[config.mk]
export PLATFORM = sky130hd
export DESIGN_NAME = lru_row_update
export DESIGN_NICKNAME = d
export VERILOG_FILES = /design/src/rtl/lru_pkg.sv /design/src/rtl/lru_row_update.sv
export SDC_FILE = /design/constraint.sdc
export NUM_CORES = 1
export LEC_CHECK = 0
export BUFFER_PORTS_ARGS = -buffer_cell sky130_fd_sc_hd__buf_4
export CAP_MARGIN = 20
export CELL_PAD_IN_SITES_DETAIL_PLACEMENT = 0
export CELL_PAD_IN_SITES_GLOBAL_PLACEMENT = 2
export CORE_MARGIN = 3
export CORE_UTILIZATION = 32
export DETAILED_ROUTE_END_ITERATION = 7
export GPL_TIMING_DRIVEN = 0
export MAX_ROUTING_LAYER = met4
export PLACE_DENSITY = 0.81
export RECOVER_POWER = 25
export SLEW_MARGIN = 15
export SYNTH_ARGS = -nofsm -noshare
export SYNTH_HDL_FRONTEND = slang
export SYNTH_SLANG_ARGS = --single-unit
[constraint.sdc]
create_clock -name vclk -period 25.9
set_clock_uncertainty 0.2 [all_clocks]
set_input_delay 5.18 -clock vclk [all_inputs]
set_output_delay 5.18 -clock vclk [all_outputs]
set_load 0.05 [all_outputs]
[src/rtl/lru_pkg.sv]
// Shared types, constants and helper functions for the counter-based LRU block.
package lru_pkg;

  localparam int SET_COUNT    = 256;
  localparam int ASSOC        = 8;
  localparam int COUNTER_BITS = 8;

  localparam int SET_W     = 8;   // set_index field width
  localparam int WAY_W     = 3;   // way_index / victim_way field width
  localparam int SET_IDX_W = (SET_COUNT > 1) ? $clog2(SET_COUNT) : 1;
  localparam int WAY_IDX_W = (ASSOC > 1) ? $clog2(ASSOC) : 1;

  typedef logic [COUNTER_BITS-1:0] counter_t;
  typedef counter_t [ASSOC-1:0]    row_t;

  localparam counter_t AGE_LIMIT = {COUNTER_BITS{1'b1}};
  localparam row_t     RESET_ROW = {ASSOC{counter_t'(1)}};

  typedef enum logic [1:0] {
    OP_ACCESS = 2'd0,
    OP_INVAL  = 2'd1,
    OP_QUERY  = 2'd2
  } op_t;

  typedef enum logic [1:0] {
    ST_IDLE,
    ST_UPDATE,
    ST_PICK
  } state_t;

  function automatic counter_t bump(input counter_t v);
    bump = (v == AGE_LIMIT) ? AGE_LIMIT : v + counter_t'(1);
  endfunction

  // oldest way, lowest index on a tie; all-zero row gives way 0
  function automatic logic [WAY_W-1:0] pick_victim(input row_t row);
    counter_t          best;
    logic [WAY_W-1:0]  best_way;
    best     = '0;
    best_way = '0;
    for (int i = 0; i < ASSOC; i++) begin
      if (row[i] > best) begin
        best     = row[i];
        best_way = WAY_W'(i);
      end
    end
    pick_victim = best_way;
  endfunction

endpackage

[src/rtl/lru_row_update.sv]
// Age counter update of one set row for an access or an invalidation.
module lru_row_update (
  input  lru_pkg::row_t            row,
  input  logic [1:0]               op,
  input  logic [lru_pkg::WAY_W-1:0] way,
  input  logic                     en,
  output lru_pkg::row_t            row_next
);
  import lru_pkg::*;

  logic [WAY_IDX_W-1:0] way_idx;
  counter_t             cur;
  counter_t             top;

  assign way_idx = way[WAY_IDX_W-1:0];
  assign cur     = row[way_idx];

  always_comb begin
    top = '0;
    for (int i = 0; i < ASSOC; i++) begin
      if (row[i] > top) top = row[i];
    end
  end

  always_comb begin
    row_next = row;
    if (en) begin
      case (op)
        OP_ACCESS: begin
          // a way already at zero is the youngest: nothing moves
          if (cur != '0) begin
            for (int i = 0; i < ASSOC; i++) begin
              if (WAY_IDX_W'(i) != way_idx && row[i] <= cur) row_next[i] = bump(row[i]);
            end
            row_next[way_idx] = '0;
          end
        end
        OP_INVAL: begin
          row_next[way_idx] = bump(top);
        end
        default: begin
          row_next = row;
        end
      endcase
    end
  end

endmodule

Word-level counts from Yosys, hierarchy flattened --
Index checks and enable logic that the tools add are counted.
Cells by class: equality and inequality tests 17, $add $sub $neg 9, bitwise logic cells 2, $lt $le $gt $ge 18, reductions and logical operators 12, mux-type cells 57
Operator list (count):
- $mux W8 | 51
- $mux W64 | 2
- $pmux W64 S2 | 1
- $add A8 B1 Y8 const B | 9
- $eq A8 B8 Y1 const B | 9
- $and A64 B64 Y64 | 1
- $bwmux W64 | 1
- $le A8 B8 Y1 | 8
- $not A64 Y64 | 1
- $gt A8 B8 Y1 | 7
- $bmux W8 S3 | 1
- $demux W8 S3 | 1
- $ne A3 B3 Y1 const A | 4
- $logic_and A1 B1 Y1 | 9
- $gt A8 B1 Y1 const B | 1
- $reduce_bool A8 Y1 | 1
- $ne A2 B3 Y1 const A | 2
- $lt A3 B4 Y1 const B | 1
- $ge A3 B1 Y1 const B | 1
- $ne A1 B3 Y1 const A | 1
- $reduce_bool A3 Y1 | 1
- $eq A2 B1 Y1 const B | 1
- $logic_not A2 Y1 | 1
Storage, ports and cells: register bits after elaboration 0, output and inout bits 64, logic and storage cells 115, bits of input ports 70

Longest topological paths before layout --
Gate-level depths: netlist of the first run.
word-level depth 21, gate-level depth with buffers 80

Worst setup path after synthesis of the first run --
OpenSTA, ideal clock, no wires.
kind input to output, start input port row[4] (netlist bit), end output port row_next[22] (netlist bit), arrival 19.366 ns, cell stages on the path 74, path slack 1.154 ns, path through clkbuf_1 nor4b_1 nand2_1 nand2_1 ha_1 nor2b_1 o211ai_1 nand3_1 nand2_1 mux2i_1 ha_1 a21oi_1 nor2_1 a211oi_1 o21ai_0 o31a_1 nand2_2 mux2_2 [38 not listed] mux2_2 a221oi_4 a21oi_1 or2_2 ha_1 o21ai_0 nand2b_1 a21oi_1 o21ai_0 o21a_1 clkbuf_1 nand2_1 o21ai_0 ha_1 and2_1 nand3_1 mux2i_1 o21ai_0
RTL lines:
- start, declared | line lru_row_update.sv:3 | input lru_pkg::row_t row,
- end, declared | line lru_row_update.sv:7 | output lru_pkg::row_t row_next

==> results of run 1 <==
area by class of cell:
cell class                      count  area share
Multi-Input combinational cell   1055       0.785
Timing Repair Buffer              164       0.134
Tap cell                          313      0.0408
Inverter                           58      0.0227
Buffer                             38      0.0169
cells in the final DEF (no fill, tap or decap), types with 5 or more instances in the layout:
master	instances
buf_4	157
a21oi_1	121
ha_1	121
nand2_1	115
o21ai_0	102
nor2_1	94
inv_1	58
nand3_1	44
o21ai_1	30
clkbuf_1	29
nor3_1	26
a31oi_1	26
o22ai_1	24
nand4_1	22
a21o_1	20
and3_1	19
nand2b_1	17
nor2b_1	16
mux4_2	16
o211ai_1	13
mux2i_1	13
and2_1	13
mux2_2	12
o21a_1	9
or2_2	9
mux2i_2	9
a22oi_1	9
and4_1	7
o221ai_1	7
a21boi_0	6
o31ai_1	6
or3_1	6
nand3b_1	6
nor4_1	5
o31a_1	5
xnor2_1	5
buf_1	5
routing by layer:
| layer | up-vias | GRT usage | wire, um |
|---|---|---|---|
| met5 | - | - | 0 |
| met4 | 0 | 0.0792 | 1150 |
| met3 | 68 | 0.0244 | 3110 |
| met2 | 515 | 0.490 | 18300 |
| met1 | 4767 | 0.395 | 16600 |
| li1 | 4763 | - | - |
metrics by stage:
step           std cells   util  total power (W)  hold slack, ns
6_report            1628  0.419          0.00115           10.65
5_1_grt             1628  0.419          0.00122           10.69
4_1_cts             1614  0.404         0.000994           10.64
3_5_place_dp        1602  0.394         0.000868           10.64
3_3_place_gp        1599  0.391         0.000846           10.65
2_1_floorplan       1152      -         0.000530           10.46
repair_timing:
item,in CTS,in global routing
gates resized for setup,23,51
endpoints found under the setup margin,64,64
pin swaps,2,7
endpoints found under the hold margin,0,0
setup buffers,12,14
hold buffers,0,0
cloned,0,1
logic make-up after synthesis:
family / share of synthesized area
compound gates: 0.361
xor+xnor: 0.00695
fa+ha+maj: 0.200
buf+inv: 0.0493
mux: 0.102
simple gates: 0.281
power by group through the flow:
| stage | Clock (W) | Sequential [W] | Combinational, W |
|---|---|---|---|
| after CTS | 0 | 0 | 0.000994 |
| after detailed placement | 0 | 0 | 0.000868 |
| after global placement | 0 | 0 | 0.000846 |
| after global routing | 0 | 0 | 0.00122 |
| final | 0 | 0 | 0.00115 |
| after floorplan | 0 | 0 | 0.000530 |
worst max-delay path, delay by kind of cell:
| kind | cells | cell delay [ns] |
|---|---|---|
| mux | 7 | 1.97 |
| buf+inv | 11 | 1.87 |
| fa+ha+maj | 9 | 2.22 |
| compound gates | 24 | 4.94 |
| simple gates | 23 | 3.46 |
path summary, 6_finish.rpt:
| check | start | to | slack [ns] | cells after the start |
|---|---|---|---|---|
| max | row[0] | row_next[38] | 0.85 | 74 |
| min | row[16] | row_next[16] | 10.65 | 4 |
==> results.cfg, run 1 <==
[outcome]
run_status = completed

[power]
power.share.clock = 0
power.leakage_nw = 4.20
power_density_nw_per_um2 = 120
seqPwrFrac = 0
combPwrFrac = 1.000
p_int_w = 0.000446
irDropWorstVdd_mv = 0.277
switching_share = 0.613
p_switching_w = 0.000708

[die]
fp.dieArea_um2 = 25500
design.core.area_um2 = 22900
rows = 55
start_util = 0.330
ios = 134
die_h_um = 160
die_width_um = 160

[logic_synthesis]
synth.area.top_cells = ha_1 20%, a21oi_1 8.3%, o21ai_0 7.3%, nand2_1 5.8%, nor2_1 4.9%
yosysTopAreaCellShare = 0.200
avgSynthCellArea_um2 = 6.57
yosysSeqAreaShare = 0
syn_area_um2 = 7560
ys_warn_count = 0
syn_nets = 1343
yosysMostFrequentCell = a21oi_1
synth_cell_type_count = 74
synthCells = 1152
yosys-top-cells-count = 126 x a21oi_1, 121 x ha_1, 117 x nand2_1
synth_top_area_cell = ha_1

[drt]
drt_iter0_drc = 1024
wl_per_cell_um = 24.1
viasPerCell = 6.21
vias = 10100
drc = 0
dr.pass1.iters = 6
wl_mm = 39.2
antenna_left = 0

[worst_setup_path]
critPathMaxStageDelay_ns = 0.39
worst_ep_required_time_ns = 20.52
path_max_fanout = 10
worstPathArrival_ns = 19.67
worst_setup_path_end_kind = output port
path_class = in2out
startpoint_type = primary input
cp_slowest_cell = mux2_2
cp_common_cell = ha_1

[sta]
timing.fmax_ghz = 0.0399
hold_violations = 0
fin_crit_ns = 25.05
slew_headroom = 0.287
tns_ns = 0
min_period_over_period = 0.967
setup_ws_ns = 0.853
worstMarginPinSlew_ns = 1.06
setup-violations-final = 0
slew_violations = 0

[finish]
seq_cells = 0
nClkBuffers = 0
multiInputGateArea_um2 = 7530
register_area_um2 = 0
fill_cells = 2479
num_antenna_cells = 0
area_delta_synth_final_pct = 26.9
fin_area_um2 = 9600
drive_above_1_share = 0.205
final_nets = 1508

[placement]
place_area_um2 = 9030
dpl.hpwl_mm = 29.6
gp_congestion = 0.944
port-buffer-count = 134
pre_cts_ws_ns = -1.64

[global_route]
antenna_found_initial = 0
track_usage = 0.298
grt_max_degree = 11
grt_pass1_wl_mm = 58.3
grt.overflow.total = 0
grt_pass1_vias = 9454

[min_path]
hold_path.class = in2out

[run]
cap_violations = 0
Power figures use the tool's default switching activity.
==> run 2, diff against run 1 <==
- REMOVE_ABC_BUFFERS: unset -> 1
==> results.cfg, run 2 (synthesis gave the netlist of run 1 again) <==
[worst_setup_path]
worst_ep_required_time_ns = 20.52
cp_common_cell = ha_1
path_max_fanout = 11
worst_setup_path_end_kind = output port
cp_slowest_cell = mux2_2
startpoint_type = primary input
critPathMaxStageDelay_ns = 0.37
path_class = in2out
worstPathArrival_ns = 19.64

[placement]
dpl.hpwl_mm = 27.6
pre_cts_ws_ns = -1.67
placed_cells = 1572
port-buffer-count = 134
gp_congestion = 0.938
place_area_um2 = 8960

[sta]
timing.fmax_ghz = 0.0400
slew_violations = 0
setup-violations-final = 0
worstMarginPinSlew_ns = 1.12
hold_violations = 0
slew_headroom = 0.232
min_period_over_period = 0.966
setup_ws_ns = 0.884
fin_crit_ns = 25.02

[finish]
num_antenna_cells = 0
final_nets = 1478
seq_cells = 0
final_common_cell = buf_4
register_area_um2 = 0
nClkBuffers = 0
stdcell_count = 1598
fin_area_um2 = 9460
final_util = 0.413
area_delta_synth_final_pct = 25.0
drive_above_1_share = 0.207
layout_common_cells = 157 x buf_4, 122 x a21oi_1, 121 x ha_1

[global_route]
grt.overflow.total = 0
grt_pass1_wl_mm = 56.1
antenna_found_initial = 0
grt_max_degree = 31
grt_pass1_vias = 9464
track_usage = 0.281

[min_path]
hold_path.class = in2out

[power]
power.share.clock = 0
irDropWorstVdd_mv = 0.127
p_int_w = 0.000424
seqPwrFrac = 0
switching_share = 0.627
p_switching_w = 0.000711
combPwrFrac = 1.000
power_density_nw_per_um2 = 120
power.leakage_nw = 4.20

[run]
cap_violations = 0

[die]
start_util = 0.330
fp.dieArea_um2 = 25500
die_h_um = 160
ios = 134
rows = 55
die_width_um = 160
design.core.area_um2 = 22900

[drt]
drc = 0
dr.pass1.iters = 5
drt_iter0_drc = 826
vias = 9909
wl_mm = 37.0
antenna_left = 0
wl_per_cell_um = 23.1
viasPerCell = 6.20

[outcome]
run_status = completed
## run 2: metrics by stage
step / TNS, ns / power (W) / hold slack (ns)
6_report: 0 / 0.00114 / 10.61
5_1_grt: -0.531 / 0.00120 / 10.63
4_1_cts: 0 / 0.00104 / 10.60
3_5_place_dp: -80.07 / 0.000887 / 10.60
3_3_place_gp: -91.65 / 0.000847 / 10.61
2_1_floorplan: 0 / 0.000521 / 10.46
## run 2: routing by layer
metal,track usage,vias to the layer above,routed length [um]
met3,0.0249,77,2490
met4,0.0784,0,1340
li1,-,4693,-
met1,0.371,4718,16100
met5,-,-,0
met2,0.461,421,17000
## run 2: layout make-up
cell class | count | area (um^2)
inverter | 58 | 218
multi-input combinational | 1056 | 7490
tap | 313 | 392
timing repair buffer | 171 | 1360
fill | 2481 | 13500
## run 2: worst paths after layout
path / slack, ns / cells past startpoint / endpoint / from
max: 0.88 / 71 / row_next[30] / row[0]
min: 10.61 / 4 / row_next[8] / row[8]
## run 2: worst max-delay path, delay by kind of cell
family	cells	cell delay (ns)
AND/OR/NAND/NOR	23	3.68
adder cells (fa/ha/maj)	9	2.36
buffers and inverters	8	1.22
multiplexers	7	1.98
AO/OA/AOI/OAI	24	5.18
## run 2: repair_timing
item | 4_1_cts | 5_1_grt
setup buffers | 14 | 10
hold endpoints to repair | 0 | 0
gates cloned | 0 | 1
setup endpoints to repair | 64 | 64
hold buffers | 0 | 0
pin swaps | 2 | 4
gates resized for setup | 17 | 34
## run 2: power groups by stage
| stage | registers (W) | logic [W] | clock network [W] |
|---|---|---|---|
| 6_report | 0 | 0.00114 | 0 |
| 5_1_grt | 0 | 0.00120 | 0 |
| 3_3_place_gp | 0 | 0.000847 | 0 |
| 4_1_cts | 0 | 0.00104 | 0 |
| 2_1_floorplan | 0 | 0.000521 | 0 |
| 3_5_place_dp | 0 | 0.000887 | 0 |
==> run 3, diff against run 2 <==
- CELL_PAD_IN_SITES_DETAIL_PLACEMENT: 0 -> unset
- CELL_PAD_IN_SITES_GLOBAL_PLACEMENT: 2 -> unset
- CORE_UTILIZATION: 32 -> 60
- PLACE_DENSITY: 0.81 -> 0.82
==> results.cfg, run 3 (synthesis gave the netlist of run 1 again) <==
[outcome]
run_status = completed

[worst_setup_path]
worst_ep_required_time_ns = 20.52
worstPathArrival_ns = 19.92
startpoint_type = primary input
path_max_fanout = 11
cp_slowest_cell = a2111oi_0
worst_setup_path_end_kind = output port
critPathMaxStageDelay_ns = 0.42
cp_common_cell = ha_1
path_class = in2out

[die]
start_util = 0.622
ios = 134
design.core.area_um2 = 12200
die_h_um = 118
die_width_um = 118
fp.dieArea_um2 = 14000
rows = 40

[drt]
drc = 0
antenna_left = 0
viasPerCell = 7.25
dr.pass1.iters = 7
wl_mm = 32.0
vias = 10500
met2WireLength_mm = 13.7
wl_met3_mm = 4.34
wl_per_cell_um = 22.1
drt_iter0_drc = 1351
top_layer = met4
wl_met1_mm = 12.0

[finish]
final_common_cell = buf_4
final_util = 0.751
nClkBuffers = 0
area_delta_synth_final_pct = 20.8
num_antenna_cells = 0
final_nets = 1470
multiInputGateArea_um2 = 7440
seq_cells = 0
register_area_um2 = 0
fill_cells = 1030
fin_area_um2 = 9140
layout_common_cells = 159 x buf_4, 123 x a21oi_1, 121 x ha_1
stdcell_count = 1445
drive_above_1_share = 0.197

[global_route]
grt_pass1_wl_mm = 49.1
grt_pass1_vias = 9406
grt_max_degree = 31
antenna_found_initial = 0
track_usage = 0.432
grt.overflow.total = 0

[placement]
pre_cts_ws_ns = -1.47
placed_cells = 1425
gp_congestion = 1.05
port-buffer-count = 134
dpl.hpwl_mm = 23.7
place_area_um2 = 8730

[run]
cap_violations = 0

[sta]
slew_headroom = 0.120
hold_violations = 0
setup_ws_ns = 0.602
timing.fmax_ghz = 0.0395
min_period_over_period = 0.977
fin_crit_ns = 25.30
setup-violations-final = 0
worstMarginPinSlew_ns = 1.28
slew_violations = 0

[power]
power_density_nw_per_um2 = 110
irDropWorstVdd_mv = 0.399
power.leakage_nw = 4.13

[clock_network]
ctsHoldBuffers = 0

[min_path]
min_to = row_next[59]
hold_path.class = in2out
min_path_cells = 4
hold_start = row[59]
-- run 3: critical path: cells and delay by family --
kind	cells	cell delay [ns]
buffers and inverters	6	0.82
adder cells (fa/ha/maj)	9	2.35
AND/OR/NAND/NOR	24	3.65
multiplexers	5	1.69
AO/OA/AOI/OAI	28	6.20
-- run 3: report_power, final --
group | switching [W] | internal [W]
logic | 0.000657 | 0.000352
registers | 0 | 0
clock network | 0 | 0
-- run 3: worst max path at each step --
stage                 from            to  slack (ns)
floorplan           row[0]  row_next[22]        1.13
global placement    row[0]  row_next[39]       -1.43
detailed placement  row[0]  row_next[29]       -1.47
CTS                 row[0]  row_next[25]        0.02
global route        row[0]  row_next[16]       -0.12
finish              row[0]  row_next[35]        0.60
-- run 3: metal layers --
metal | vias up | GRT usage
met1 | 4753 | 0.546
met5 | - | -
met4 | 0 | 0.183
met3 | 199 | 0.105
met2 | 845 | 0.658
li1 | 4673 | -
-- run 3: area by class of cell --
| class | count | share of cell area |
|---|---|---|
| inverters | 58 | 0.0238 |
| multi-input cells | 1055 | 0.815 |
| well taps | 168 | 0.0230 |
| repair buffers | 164 | 0.138 |
-- run 3: stage by stage --
stage / power, W / TNS (ns) / hold slack, ns
finish: 0.00101 / 0 / 10.65
global placement: 0.000781 / -57.81 / 10.62
floorplan: 0.000521 / 0 / 10.46
detailed placement: 0.000823 / -66.34 / 10.62
CTS: 0.000845 / 0 / 10.63
global route: 0.00105 / -0.810 / 10.65
-- run 3: what timing repair did --
| item | 4_1_cts | 5_1_grt |
|---|---|---|
| endpoints found under the setup margin | 64 | 64 |
| buffers inserted | 1 | 18 |
| pin swaps | 1 | 8 |
| resized for setup | 11 | 41 |
